--- config.mk ---
export PLATFORM = sky130hd
export DESIGN_NAME = swing_step_sequencer_clock
export DESIGN_NICKNAME = d
export VERILOG_FILES = /design/src/rtl/ssc_pkg.sv /design/src/rtl/swing_step_sequencer_clock.sv /design/src/rtl/ssc_ram.sv /design/src/rtl/ssc_rem.sv
export SDC_FILE = /design/constraint.sdc
export NUM_CORES = 1
export LEC_CHECK = 0
export BUFFER_PORTS_ARGS = -buffer_cell sky130_fd_sc_hd__buf_2
export CORE_ASPECT_RATIO = 1.4
export CORE_MARGIN = 8
export CORE_UTILIZATION = 40
export DETAILED_ROUTE_END_ITERATION = 7
export PLACE_DENSITY = 0.61
export SYNTH_ARGS = -nofsm -noshare
export SYNTH_HDL_FRONTEND = slang
export SYNTH_SLANG_ARGS = --single-unit
--- constraint.sdc ---
create_clock -name clock -period 8.1 [get_ports clock]
set_input_delay 2.43 -clock clock [delete_from_list [all_inputs] [get_ports clock]]
set_output_delay 2.43 -clock clock [all_outputs]
set_load 0.02 [all_outputs]
--- src/rtl/ssc_pkg.sv ---
`default_nettype none

package ssc_pkg;

   localparam int MAX_STEPS       = 64;
   localparam int SLOTS_PER_TRACK = 8;
   localparam int TRACK_COUNT     = 4;
   localparam int SLOT_TOTAL      = TRACK_COUNT * SLOTS_PER_TRACK;
   localparam int SLOT_BITS       = $clog2(SLOT_TOTAL);

   localparam int DUR_W  = 10;
   localparam int NOTE_W = 7;
   localparam int SLOT_W = DUR_W + NOTE_W;
   localparam int PC_W   = 14;
   localparam int NT_W   = 15;
   localparam int STEP_W = 6;
   localparam int LOOP_W = 7;
   localparam int PPS_W  = 8;
   localparam int DIV_W  = 15;
   localparam int REM_W  = 14;
   localparam int ADDR_W = 4;
   localparam int DATA_W = 32;

   typedef enum logic [1:0] {
      CMD_PULSE  = 2'd0,
      CMD_TOGGLE = 2'd1,
      CMD_ADD    = 2'd2
   } cmd_type;

   typedef enum logic [2:0] {
      KIND_STATUS   = 3'd0,
      KIND_STEP     = 3'd1,
      KIND_NOTE_OFF = 3'd2,
      KIND_NOTE_OK  = 3'd3,
      KIND_FULL     = 3'd4
   } kind_type;

   typedef enum logic [1:0] {
      REG_PPS   = 2'd0,
      REG_SWING = 2'd1,
      REG_LOOP  = 2'd2
   } reg_type;

   typedef enum logic [1:0] {
      ST_IDLE  = 2'd0,
      ST_SCAN  = 2'd1,
      ST_FINAL = 2'd2
   } state_type;

   typedef struct packed {
      logic [1:0] command;
      logic [1:0] track_index;
      logic [6:0] note_number;
      logic [9:0] note_duration;
   } req_type;

   typedef struct packed {
      logic [2:0] kind;
      logic [5:0] step_number;
      logic [1:0] out_track;
      logic [6:0] out_note;
      logic       running;
      logic       last;
   } rsp_type;

   typedef struct packed {
      logic             start;
      logic [DIV_W-1:0] dividend;
      logic [REM_W-1:0] divisor;
   } div_req_type;

endpackage

`default_nettype wire

--- src/rtl/swing_step_sequencer_clock.sv ---
`default_nettype none

// Step sequencer clock with swing and 32 note-off timers (4 tracks of 8 slots).
// A clock pulse while running walks the note slots: they live in a
// single-port-write memory that is read, counted down and written back one
// slot per cycle, and the step check follows in the final state. Each note-off
// goes out as its own transfer; the slot walk holds while a note-off waits on a
// full result register. The counter and step wrap values come from a shared
// remainder unit that runs twice alongside the slot walk. Start/stop, add-note
// and pulses while stopped skip the slot walk. Registers sit at byte
// addresses 0 (pulses per step), 4 (swing offset) and 8 (loop length).

module swing_step_sequencer_clock (
   input  logic                       clock,
   input  logic                       reset,
   input  logic                       req_valid,
   output logic                       req_ready,
   input  ssc_pkg::req_type           req_data,
   output logic                       rsp_valid,
   input  logic                       rsp_ready,
   output ssc_pkg::rsp_type           rsp_data,
   input  logic                       psel,
   input  logic                       penable,
   input  logic                       pwrite,
   input  logic [ssc_pkg::ADDR_W-1:0] paddr,
   input  logic [ssc_pkg::DATA_W-1:0] pwdata,
   output logic [ssc_pkg::DATA_W-1:0] prdata,
   output logic                       pready
);

   import ssc_pkg::*;

   logic [PPS_W-1:0]  pps_ff;
   logic [PPS_W-1:0]  swing_ff;
   logic [LOOP_W-1:0] loop_ff;

   state_type              state_ff, state_in;
   req_type                cmd_ff, cmd_in;
   logic                   play_ff, play_in;
   logic [PC_W-1:0]        pc_ff, pc_in;
   logic [STEP_W-1:0]      step_ff, step_in;
   logic [NT_W-1:0]        nt_ff, nt_in;
   logic [SLOT_TOTAL-1:0]  busy_ff, busy_in;
   logic [SLOT_BITS:0]     rd_ptr_ff, rd_ptr_in;
   logic                   proc_valid_ff, proc_valid_in;
   logic [SLOT_BITS-1:0]   proc_idx_ff, proc_idx_in;
   logic                   phase_ff, phase_in;
   logic [STEP_W-1:0]      step_rem_ff, step_rem_in;
   logic [REM_W-1:0]       period_ff;
   logic                   rsp_valid_ff;
   rsp_type                rsp_data_ff;

   logic                      rsp_load;
   rsp_type                   rsp_next;
   logic                      can_load;
   logic                      req_xfer;
   logic                      csr_wr;
   logic [PPS_W-1:0]          epps;
   logic [LOOP_W-1:0]         eloop;
   logic [LOOP_W+PPS_W-1:0]   period_full;
   div_req_type               div_req;
   logic                      div_done;
   logic [REM_W-1:0]          div_rem;

   logic                      ram_we;
   logic [SLOT_BITS-1:0]      ram_waddr;
   logic [SLOT_W-1:0]         ram_wdata;
   logic                      ram_re;
   logic [SLOT_W-1:0]         ram_rdata;
   logic [DUR_W-1:0]          rd_rem;
   logic [NOTE_W-1:0]         rd_note;
   logic                      slot_hit;
   logic                      slot_stall;

   logic                      fire;
   logic [LOOP_W-1:0]         next_inc;
   logic [LOOP_W-1:0]         next_idx;
   logic [STEP_W+PPS_W-1:0]   trig_prod;
   logic [NT_W-1:0]           trig_new;

   logic                      track_ok;
   logic [SLOTS_PER_TRACK-1:0] track_busy;
   logic                      free_found;
   logic [SLOT_BITS-1:0]      free_addr;

   assign pready    = 1'b1;
   assign csr_wr    = psel & penable & pwrite;
   assign req_ready = (state_ff == ST_IDLE);
   assign req_xfer  = req_valid & req_ready;
   assign can_load  = ~rsp_valid_ff | rsp_ready;
   assign rsp_valid = rsp_valid_ff;
   assign rsp_data  = rsp_data_ff;

   always_comb begin
      case (reg_type'(paddr[3:2]))
         REG_PPS:   prdata = DATA_W'(pps_ff);
         REG_SWING: prdata = DATA_W'(swing_ff);
         REG_LOOP:  prdata = DATA_W'(loop_ff);
         default:   prdata = '0;
      endcase
   end

   always_ff @(posedge clock) begin
      if (reset) begin
         pps_ff   <= PPS_W'(6);
         swing_ff <= '0;
         loop_ff  <= LOOP_W'(16);
      end else if (csr_wr) begin
         case (reg_type'(paddr[3:2]))
            REG_PPS:   pps_ff   <= pwdata[PPS_W-1:0];
            REG_SWING: swing_ff <= pwdata[PPS_W-1:0];
            REG_LOOP:  loop_ff  <= pwdata[LOOP_W-1:0];
            default: ;
         endcase
      end
   end

   always_comb begin
      epps = (pps_ff == '0) ? PPS_W'(1) : pps_ff;
      if (loop_ff == '0) begin
         eloop = LOOP_W'(1);
      end else if (loop_ff > LOOP_W'(MAX_STEPS)) begin
         eloop = LOOP_W'(MAX_STEPS);
      end else begin
         eloop = loop_ff;
      end
      period_full = eloop * epps;
   end

   always_ff @(posedge clock) begin
      period_ff <= period_full[REM_W-1:0];
   end

   ssc_rem u_rem (
      .clock     (clock),
      .reset     (reset),
      .div_req   (div_req),
      .done      (div_done),
      .remainder (div_rem)
   );

   ssc_ram #(
      .WIDTH (SLOT_W),
      .DEPTH (SLOT_TOTAL)
   ) u_slot_ram (
      .clock (clock),
      .we    (ram_we),
      .waddr (ram_waddr),
      .wdata (ram_wdata),
      .re    (ram_re),
      .raddr (rd_ptr_ff[SLOT_BITS-1:0]),
      .rdata (ram_rdata)
   );

   assign rd_rem     = ram_rdata[SLOT_W-1 -: DUR_W];
   assign rd_note    = ram_rdata[NOTE_W-1:0];
   assign slot_hit   = proc_valid_ff & busy_ff[proc_idx_ff];
   assign slot_stall = slot_hit & (rd_rem == DUR_W'(1)) & ~can_load;

   always_comb begin
      fire      = ~nt_ff[NT_W-1] & (nt_ff[PC_W-1:0] == pc_ff);
      next_inc  = {1'b0, step_rem_ff} + LOOP_W'(1);
      next_idx  = (next_inc == eloop) ? '0 : next_inc;
      trig_prod = next_idx[STEP_W-1:0] * epps;
      trig_new  = NT_W'({1'b0, trig_prod});
      if (next_idx[0]) begin
         trig_new = trig_new + {{(NT_W-PPS_W){swing_ff[PPS_W-1]}}, swing_ff};
      end
   end

   always_comb begin
      track_ok   = int'(cmd_ff.track_index) < TRACK_COUNT;
      track_busy = busy_ff[int'(cmd_ff.track_index) * SLOTS_PER_TRACK +: SLOTS_PER_TRACK];
      free_found = 1'b0;
      free_addr  = '0;
      for (int i = SLOTS_PER_TRACK - 1; i >= 0; i--) begin
         if (!track_busy[i]) begin
            free_found = 1'b1;
            free_addr  = SLOT_BITS'(int'(cmd_ff.track_index) * SLOTS_PER_TRACK + i);
         end
      end
      free_found = free_found & track_ok;
   end

   always_comb begin
      state_in      = state_ff;
      cmd_in        = cmd_ff;
      play_in       = play_ff;
      pc_in         = pc_ff;
      step_in       = step_ff;
      nt_in         = nt_ff;
      busy_in       = busy_ff;
      rd_ptr_in     = rd_ptr_ff;
      proc_valid_in = proc_valid_ff;
      proc_idx_in   = proc_idx_ff;
      phase_in      = phase_ff;
      step_rem_in   = step_rem_ff;
      div_req       = '0;
      ram_we        = 1'b0;
      ram_waddr     = proc_idx_ff;
      ram_wdata     = {rd_rem - DUR_W'(1), rd_note};
      ram_re        = 1'b0;
      rsp_load      = 1'b0;
      rsp_next      = '0;
      rsp_next.step_number = step_ff;
      rsp_next.running     = play_ff;

      if (state_ff != ST_IDLE && !phase_ff && div_done) begin
         step_rem_in      = div_rem[STEP_W-1:0];
         phase_in         = 1'b1;
         div_req.start    = 1'b1;
         div_req.dividend = DIV_W'(pc_ff) + DIV_W'(1);
         div_req.divisor  = period_ff;
      end

      case (state_ff)
         ST_IDLE: begin
            if (req_xfer) begin
               cmd_in = req_data;
               if (cmd_type'(req_data.command) == CMD_PULSE && play_ff) begin
                  state_in         = ST_SCAN;
                  rd_ptr_in        = '0;
                  proc_valid_in    = 1'b0;
                  phase_in         = 1'b0;
                  div_req.start    = 1'b1;
                  div_req.dividend = DIV_W'(step_ff) + DIV_W'(1);
                  div_req.divisor  = REM_W'(eloop);
               end else begin
                  state_in = ST_FINAL;
               end
            end
         end

         ST_SCAN: begin
            if (!slot_stall) begin
               if (slot_hit) begin
                  ram_we = 1'b1;
                  if (rd_rem == DUR_W'(1)) begin
                     busy_in[proc_idx_ff] = 1'b0;
                     rsp_load             = 1'b1;
                     rsp_next.kind        = KIND_NOTE_OFF;
                     rsp_next.out_track   = 2'(proc_idx_ff / SLOTS_PER_TRACK);
                     rsp_next.out_note    = rd_note;
                  end
               end
               if (rd_ptr_ff < (SLOT_BITS+1)'(SLOT_TOTAL)) begin
                  ram_re        = 1'b1;
                  proc_valid_in = 1'b1;
                  proc_idx_in   = rd_ptr_ff[SLOT_BITS-1:0];
                  rd_ptr_in     = rd_ptr_ff + (SLOT_BITS+1)'(1);
               end else begin
                  proc_valid_in = 1'b0;
                  if (!proc_valid_ff) begin
                     state_in = ST_FINAL;
                  end
               end
            end
         end

         ST_FINAL: begin
            if (can_load && (cmd_type'(cmd_ff.command) != CMD_PULSE || !play_ff
                             || (div_done && phase_ff))) begin
               rsp_load      = 1'b1;
               rsp_next.last = 1'b1;
               state_in      = ST_IDLE;
               case (cmd_type'(cmd_ff.command))
                  CMD_PULSE: begin
                     if (play_ff) begin
                        pc_in = div_rem;
                        if (fire) begin
                           step_in              = step_rem_ff;
                           nt_in                = trig_new;
                           rsp_next.kind        = KIND_STEP;
                           rsp_next.step_number = step_rem_ff;
                        end
                     end
                  end
                  CMD_TOGGLE: begin
                     if (play_ff) begin
                        play_in = 1'b0;
                     end else begin
                        play_in              = 1'b1;
                        pc_in                = '0;
                        nt_in                = '0;
                        step_in              = STEP_W'(eloop - LOOP_W'(1));
                        rsp_next.step_number = STEP_W'(eloop - LOOP_W'(1));
                     end
                     rsp_next.running = ~play_ff;
                  end
                  CMD_ADD: begin
                     rsp_next.out_track = cmd_ff.track_index;
                     if (free_found) begin
                        ram_we             = 1'b1;
                        ram_waddr          = free_addr;
                        ram_wdata          = {cmd_ff.note_duration, cmd_ff.note_number};
                        busy_in[free_addr] = 1'b1;
                        rsp_next.kind      = KIND_NOTE_OK;
                        rsp_next.out_note  = cmd_ff.note_number;
                     end else begin
                        rsp_next.kind = KIND_FULL;
                     end
                  end
                  default: ;
               endcase
            end
         end

         default: begin
            state_in = ST_IDLE;
         end
      endcase
   end

   always_ff @(posedge clock) begin
      cmd_ff      <= cmd_in;
      proc_idx_ff <= proc_idx_in;
      step_rem_ff <= step_rem_in;
      if (rsp_load) begin
         rsp_data_ff <= rsp_next;
      end
      if (reset) begin
         state_ff      <= ST_IDLE;
         play_ff       <= 1'b0;
         pc_ff         <= '0;
         step_ff       <= '0;
         nt_ff         <= '0;
         busy_ff       <= '0;
         rd_ptr_ff     <= '0;
         proc_valid_ff <= 1'b0;
         phase_ff      <= 1'b1;
         rsp_valid_ff  <= 1'b0;
      end else begin
         state_ff      <= state_in;
         play_ff       <= play_in;
         pc_ff         <= pc_in;
         step_ff       <= step_in;
         nt_ff         <= nt_in;
         busy_ff       <= busy_in;
         rd_ptr_ff     <= rd_ptr_in;
         proc_valid_ff <= proc_valid_in;
         phase_ff      <= phase_in;
         if (rsp_load) begin
            rsp_valid_ff <= 1'b1;
         end else if (rsp_ready) begin
            rsp_valid_ff <= 1'b0;
         end
      end
   end

   a_note_off_mid_item: assert property (@(posedge clock) disable iff (reset)
      rsp_valid_ff && kind_type'(rsp_data_ff.kind) == KIND_NOTE_OFF
         |-> !rsp_data_ff.last && rsp_data_ff.running)
      else $error("note-off transfer marked last or sent while stopped");

   a_scan_exit: assert property (@(posedge clock) disable iff (reset)
      state_ff == ST_SCAN |=> state_ff == ST_SCAN || state_ff == ST_FINAL)
      else $error("slot walk left to an unexpected state");

   a_ram_no_overlap: assert property (@(posedge clock) disable iff (reset)
      ram_we && ram_re |-> ram_waddr != rd_ptr_ff[SLOT_BITS-1:0])
      else $error("slot write and read hit the same entry");

   a_final_has_rem: assert property (@(posedge clock) disable iff (reset)
      state_ff == ST_FINAL && rsp_load && play_ff
         && cmd_type'(cmd_ff.command) == CMD_PULSE |-> div_done && phase_ff)
      else $error("pulse finished before the wrap values were ready");

endmodule

`default_nettype wire

--- src/rtl/ssc_ram.sv ---
`default_nettype none

module ssc_ram #(
   parameter int WIDTH = 8,
   parameter int DEPTH = 32
) (
   input  logic                     clock,
   input  logic                     we,
   input  logic [$clog2(DEPTH)-1:0] waddr,
   input  logic [WIDTH-1:0]         wdata,
   input  logic                     re,
   input  logic [$clog2(DEPTH)-1:0] raddr,
   output logic [WIDTH-1:0]         rdata
);

   logic [WIDTH-1:0] mem_ff [DEPTH];
   logic [WIDTH-1:0] rdata_ff;

   always_ff @(posedge clock) begin
      if (we) begin
         mem_ff[waddr] <= wdata;
      end
      if (re) begin
         rdata_ff <= mem_ff[raddr];
      end
   end

   assign rdata = rdata_ff;

endmodule

`default_nettype wire

--- src/rtl/ssc_rem.sv ---
`default_nettype none

module ssc_rem (
   input  logic                      clock,
   input  logic                      reset,
   input  ssc_pkg::div_req_type      div_req,
   output logic                      done,
   output logic [ssc_pkg::REM_W-1:0] remainder
);

   import ssc_pkg::*;

   localparam int CNT_W = $clog2(DIV_W + 1);

   logic [DIV_W-1:0] num_ff, num_in;
   logic [REM_W-1:0] rem_ff, rem_in;
   logic [REM_W-1:0] div_ff, div_in;
   logic [CNT_W-1:0] cnt_ff, cnt_in;
   logic             busy_ff, busy_in;
   logic             done_ff, done_in;
   logic [REM_W:0]   trial;

   always_comb begin
      num_in  = num_ff;
      rem_in  = rem_ff;
      div_in  = div_ff;
      cnt_in  = cnt_ff;
      busy_in = busy_ff;
      done_in = done_ff;
      trial   = {rem_ff, num_ff[DIV_W-1]};
      if (div_req.start) begin
         num_in  = div_req.dividend;
         rem_in  = '0;
         div_in  = div_req.divisor;
         cnt_in  = CNT_W'(DIV_W);
         busy_in = 1'b1;
         done_in = 1'b0;
      end else if (busy_ff) begin
         if (trial >= {1'b0, div_ff}) begin
            rem_in = REM_W'(trial - {1'b0, div_ff});
         end else begin
            rem_in = trial[REM_W-1:0];
         end
         num_in = {num_ff[DIV_W-2:0], 1'b0};
         cnt_in = cnt_ff - CNT_W'(1);
         if (cnt_ff == CNT_W'(1)) begin
            busy_in = 1'b0;
            done_in = 1'b1;
         end
      end
   end

   always_ff @(posedge clock) begin
      num_ff <= num_in;
      rem_ff <= rem_in;
      div_ff <= div_in;
      cnt_ff <= cnt_in;
      if (reset) begin
         busy_ff <= 1'b0;
         done_ff <= 1'b0;
      end else begin
         busy_ff <= busy_in;
         done_ff <= done_in;
      end
   end

   assign done      = done_ff;
   assign remainder = rem_ff;

endmodule

`default_nettype wire
[Yosys cells after proc, flatten, opt, wreduce, memory -nomap -nowiden]
Memory sizes are Yosys's and may differ from the RTL's. A register that Yosys moved wholly into a read port is not among the register bits.
Index checks and enable logic that the tools add are counted.
Storage, ports and cells
  logic and storage cells: 260
  input bits: 64
  memories kept: 1
  bits in latches: 0
  output and inout bits: 55
  register bits: 217
  ROM bits: 0
  bits in writable memories: 544
Cells by class
  shift operators: 1
  equal/unequal tests: 24
  multipliers: 2
  divide/modulo/power cells: 0
  order comparisons: 7
  bitwise gates (word level): 16
  reduce and logical (&&, ||, !) cells: 39
  $add $sub $neg: 16
  multiplexer cells: 122
Memory list
  u_slot_ram.mem_ff: words 32, bits a word 17, rd ports 1, clocked after memory_dff 1, write ports 1, line ssc_ram.sv:16  | logic [WIDTH-1:0] mem_ff [DEPTH];
Operators by type and width (count)
  32-bit two-way mux: 6
  30-bit two-way mux: 4
  15-bit two-way mux: 6
  17-bit two-way mux: 4
  32-bit case mux with 2 select lines: 1
  5-bit two-way mux: 12
  6-bit two-way mux: 9
  9-bit two-way mux: 5
  14-bit two-way mux: 3
  1-bit two-way mux: 39
  6-bit case mux with 2 select lines: 3
  32-bit bitwise AND: 1
  32-bit NOT: 1
  32-bit bitwise OR: 1
  32-bit by 6-bit variable part select with 8-bit output: 1
  15-bit case mux with 2 select lines: 1
  7-bit two-way mux: 4
  14-bit case mux with 2 select lines: 1
  8-bit case mux with 3 select lines: 1
  2-bit inequality test (second input constant): 11
  5-bit by 3-bit adder with 5-bit output (second input constant): 4
  2-bit two-way mux: 10
  20-bit two-way mux: 1
  5-bit AND reduction: 4
  other kinds (48): 94

[Depth between registers and ports, before layout]
  word-level depth: 18
  mapped depth: 27
  mapped depth without buffers: 26

[Hierarchy]
From an unflattened synthesis, not the netlist that was laid out.
Second synthesis, totals
  cell total of the unflattened synthesis: 2903
  area, all modules: 37463.4 um2
By module, submodules not included
  ssc_ram: times used 1, area each 21907.3 um2, cells each 1212
  swing_step_sequencer_clock: times used 1, area each 12688.4 um2, cells each 1422
  ssc_rem: times used 1, area each 2867.8 um2, cells each 269

[Worst setup path after synthesis]
OpenSTA, ideal clock, no wires.
  path kind: in2out
  start point: input paddr[3] (netlist bit)
  end point: output prdata[6] (netlist bit)
  arrival time: 3718 ps
  slack: 1952 ps
  stages on the path: 4
  path buffers: 2
  data required time: 5670 ps
  cell sequence: clkbuf_1 -> clkbuf_1 -> mux2i_1 -> o21ai_0
Between the ends
  word-level cells in the longest chain between the ends: 2
  elaborated cells between the ends (all ways): 4
  classes of those cells: eq/ne: 2; mux: 1; reduce/logical: 1
RTL lines
  start, declared: line swing_step_sequencer_clock.sv:25  | input logic [ssc_pkg::ADDR_W-1:0] paddr,
  2-bit == test, or another cell as far along: line swing_step_sequencer_clock.sv:95  | case (reg_type'(paddr[3:2]))
  8-bit case mux with 3 select lines (*): line swing_step_sequencer_clock.sv:95
  end, declared: line swing_step_sequencer_clock.sv:27  | output logic [ssc_pkg::DATA_W-1:0] prdata,
Mark *: on every way between the ends. The rest lies on a longest branch, timed or not.

[Final worst setup path]
  start point: register step_rem_ff[0]
  end point: register nt_ff[14]
Between the ends
  word-level cells in the longest chain between the ends: 9
RTL lines
  start, declared: line swing_step_sequencer_clock.sv:48  | logic [STEP_W-1:0] step_rem_ff, step_rem_in;
  start signal, assigned: line swing_step_sequencer_clock.sv:317  | step_rem_ff <= step_rem_in;
  6-bit by 1-bit adder with 7-bit output (*): line swing_step_sequencer_clock.sv:162  | next_inc = {1'b0, step_rem_ff} + LOOP_W'(1);
  7-bit == test: line swing_step_sequencer_clock.sv:163  | next_idx = (next_inc == eloop) ? '0 : next_inc;
  6-bit two-way mux (*): line swing_step_sequencer_clock.sv:163
  6-bit by 8-bit multiplier with 14-bit output: line swing_step_sequencer_clock.sv:164  | trig_prod = next_idx[STEP_W-1:0] * epps;
  14-bit by 15-bit adder with 15-bit output: line swing_step_sequencer_clock.sv:167  | trig_new = trig_new + {{(NT_W-PPS_W){swing_ff[PPS_W-1]}}, swing_ff};
  15-bit two-way mux (*): line swing_step_sequencer_clock.sv:166  | if (next_idx[0]) begin
  15-bit two-way mux (*): line swing_step_sequencer_clock.sv:270  | if (fire) begin
  15-bit two-way mux (*): line swing_step_sequencer_clock.sv:268  | if (play_ff) begin
  15-bit case mux with 2 select lines (*): line swing_step_sequencer_clock.sv:266  | case (cmd_type'(cmd_ff.command))
  end signal, assigned: line swing_step_sequencer_clock.sv:337  | nt_ff <= nt_in;
  end, declared: line swing_step_sequencer_clock.sv:42  | logic [NT_W-1:0] nt_ff, nt_in;
Mark *: on every way between the ends. The rest lies on a longest branch, timed or not. The select of a mux whose other input is x is not followed.
A chain may end at the register's enable or synchronous reset.

==> results.md <==
* Area Overhead vs Synth at 11.8%
* Hold_sp: nt_ff[14]
* GRT Overall Usage at between 15 and 20%
* Number of global-route vias before repair at around 23000
* Crit start category: register
* Most common cell after layout, fill and taps aside: edfxtp_1
* Slew Viols, Final at 0
* Routed vias/inst at roughly 5.6
* Slowest-stage cell, CP: fa_1
* Seq cells post-synth at approximately 780
* Capture point of the worst path: nt_ff[14]
* Resized cells post-CTS at 0
* Skew-Pair Late Insertion Delay at 650 ps
* Final Hold Vio Count at 0
* DP HPWL at around 60000 µm
* DIE WIDTH at ~270 µm
* Initial Utilization at around 40%
* Post-CTS setup buffers at 0
* Layout Nets at between 2000 and 3000
* Non-Filler Instances at around 3900
* Register area at roughly 22000 µm²
* Mapped Area at 36600 µm²
* Mux contribution to synthesized area at between 10% and 20%
* Initial antenna violation count at 3
* Synth top area share at 52.7%
* Worst path bufs/invs at 3
* Number of buffers created by CTS at 78
* Ranking of synthesized cells by area: edfxtp_1 (53%), mux4_2 (11%), dfxtp_1 (7.4%)
* Final Wtd Congestion at around 0.86
* Main synth FF type: edfxtp_1
* Root Buffer: clkbuf_16
* Max_cap viols at 0
* WL final at ~90000 µm
* Clk buf depth at 3
* Wirelength per Cell at approximately 23 µm
* Final global-route overflow total at 0
* Yosys warning count at 0
* Crit share post-route at between 80% and 90%
* R2R depth at 26
* Worst path top cell family by delay: adder cells
* Fin crit period at about 7100 ps
* CP max FO at 13
* Fin util at between 40% and 50%
* Syn avg cell area at 14.5 µm²
* Antenna Nets Post-Route at 0
* TritonCTS Sinks at around 800
* Synth Area in Adders at under 10%
* Final Skew at about 29 ps
* Largest net degree at the start of global routing at 60
* Cells after Synth at between 2000 and 3000
* Power density over cell area at approximately 210 nW/µm²
* Final setup margin at just over 1000 ps
* RR Startpoint: step_rem_ff[0]
* Final setup fails at 0
* CP peak stage delay at approximately 540 ps
* Worst Max-Slew Pin Slew at around 1400 ps
* Post-Synth Simple-Gate Area at under 10%
* Ys async rst share at 0%
* Die ar. at 102000 µm²
* Hold Path Class: register to register
* Status: finished, final reports clean
* Number of synthesized flops with an enable pin at roughly 640
* Number of port buffers at 67
* Fraction of synthesized cell area in xor and xnor cells at 2.19%
* PnR Total Power at between 8 and 9 mW
* Rows at roughly 130
* Vias at ~22000
* Worst R2R End: nt_ff[14]
* Core area at around 91000 µm²
* Arrival time at the worst endpoint at roughly 7600 ps
* Area leader, netlist: edfxtp_1
* Register area share after synthesis at 60.1%
* Setup TNS at 0 ps
* Final instance area at 40900 µm²
* Leakage power at 13.9 nW
* Hold Buf Count CTS at 0
* R2R Setup Slk at approximately 1000 ps
* CTS tree: yes
* Cells after DPL at approximately 3700
* Area post-placement at ~38000 µm²
* Worst slack, placed at approximately 1000 ps
* H-tree Lvls at 3
* Die Ht at 374 µm
* Drt first-iter violations at 1774
* Critical path capture point type: register
* Maximum vdd drop at 0.230 mV
* First-pass GRT wire length at 137000 µm
* Share of layout cells above drive strength 1 at between 10% and 20%
* CP Depth at 26
* Unrepaired setup endpoints after global routing: no
* DR pass1 iterations at 5
* Largest family of logic cells by synthesized area: multiplexers
* I/O pins at around 120
* Max Fclk at roughly 140 MHz
* Worst setup path class: register to register
* Crit path from: step_rem_ff[0]
* Layout fillers at approximately 8000
* Drc violations at 0
* Hold slack at between 400 and 500 ps
* Multi-input gate area at about 14000 µm²
* Most frequent cells in the layout: edfxtp_1 (642), nand2_1 (200), mux4_2 (178)
* Synth unique cells at a little under 90
* Compound-cell area share of the yosys netlist at around 6.7%
* Slew HR at about a tenth
* Worst-path clk slew at ~60 ps
* CP required at between 8000 and 9000 ps
worst min-delay path, delay by kind of cell (launching register included):
| kind | cells | cell delay [ps] |
|---|---|---|
| flip-flops | 1 | 340 |
| AO/OA/AOI/OAI | 1 | 60 |
| AND/OR/NAND/NOR | 1 | 50 |
worst min-delay path by stage:
| stage | end | slack (ps) | cells after the start |
|---|---|---|---|
| 2_1_floorplan | proc_idx_ff[4] | 410 | 0 |
| 3_3_place_gp | busy_ff[18] | 470 | 2 |
| 3_5_place_dp | nt_ff[14] | 470 | 2 |
| 4_1_cts | nt_ff[14] | 480 | 2 |
| 5_1_grt | nt_ff[14] | 500 | 2 |
| 6_report | nt_ff[14] | 480 | 2 |
routing by layer:
layer	vias to the layer above	track usage, %	wire, µm
li1	9747	-	-
met1	11100	20.1	34200
met2	635	31.9	48200
met3	213	2.91	4600
met4	2	7.32	3650
met5	-	0	13
cell usage after synthesis (27+ instances only):
master / count
nor3_1: 32
fa_1: 55
xnor2_1: 60
and2_1: 80
dfxtp_1: 136
nand3_1: 53
buf_4: 27
a21oi_1: 61
clkbuf_1: 78
mux4_2: 178
mux2i_1: 64
nand2_1: 200
o21ai_0: 93
edfxtp_1: 642
nor2_1: 124
inv_1: 122
nor2b_1: 29
ha_1: 93
xor2_1: 29
where the power goes:
part           total, mW  switching (mW)  internal, mW
clock network       3.59            1.54          2.05
registers           4.47          0.0863          4.38
logic              0.667           0.405         0.262
total               8.73            2.03          6.70
cells by family after synthesis:
| logic type | Yosys count |
|---|---|
| other | 2 |
| adders and majority gates | 148 |
| muxes | 253 |
| and+or+nand+nor | 626 |
| DFF | 778 |
| xor gates and xnor gates | 90 |
| buffers and inverters | 271 |
| AOI/OAI and AO/OA | 365 |
registers in the layout, summed over array words and instances (netlist names), 14 cells and up:
| register | count |
|---|---|
| u_rem.div_ff | 14 |
| period_ff | 14 |
| pc_ff | 14 |
| u_slot_ram.mem_ff | 544 |
| rsp_data | 20 |
| u_slot_ram.rdata | 17 |
| busy_ff | 32 |
| cmd_ff | 21 |
| nt_ff | 15 |
| u_rem.num_ff | 15 |
| u_rem.remainder | 14 |
layout make-up:
cell class	instances	share of cell area (%)
diodes	2	0.0122
clock buffers	102	5.07
clock inverters	39	1.12
inverters	125	1.15
multi-input cells	1507	33.3
flip-flops and latches	778	53.8
well taps	1197	3.66
repair buffers	126	1.90
Power figures use the tool's default switching activity.
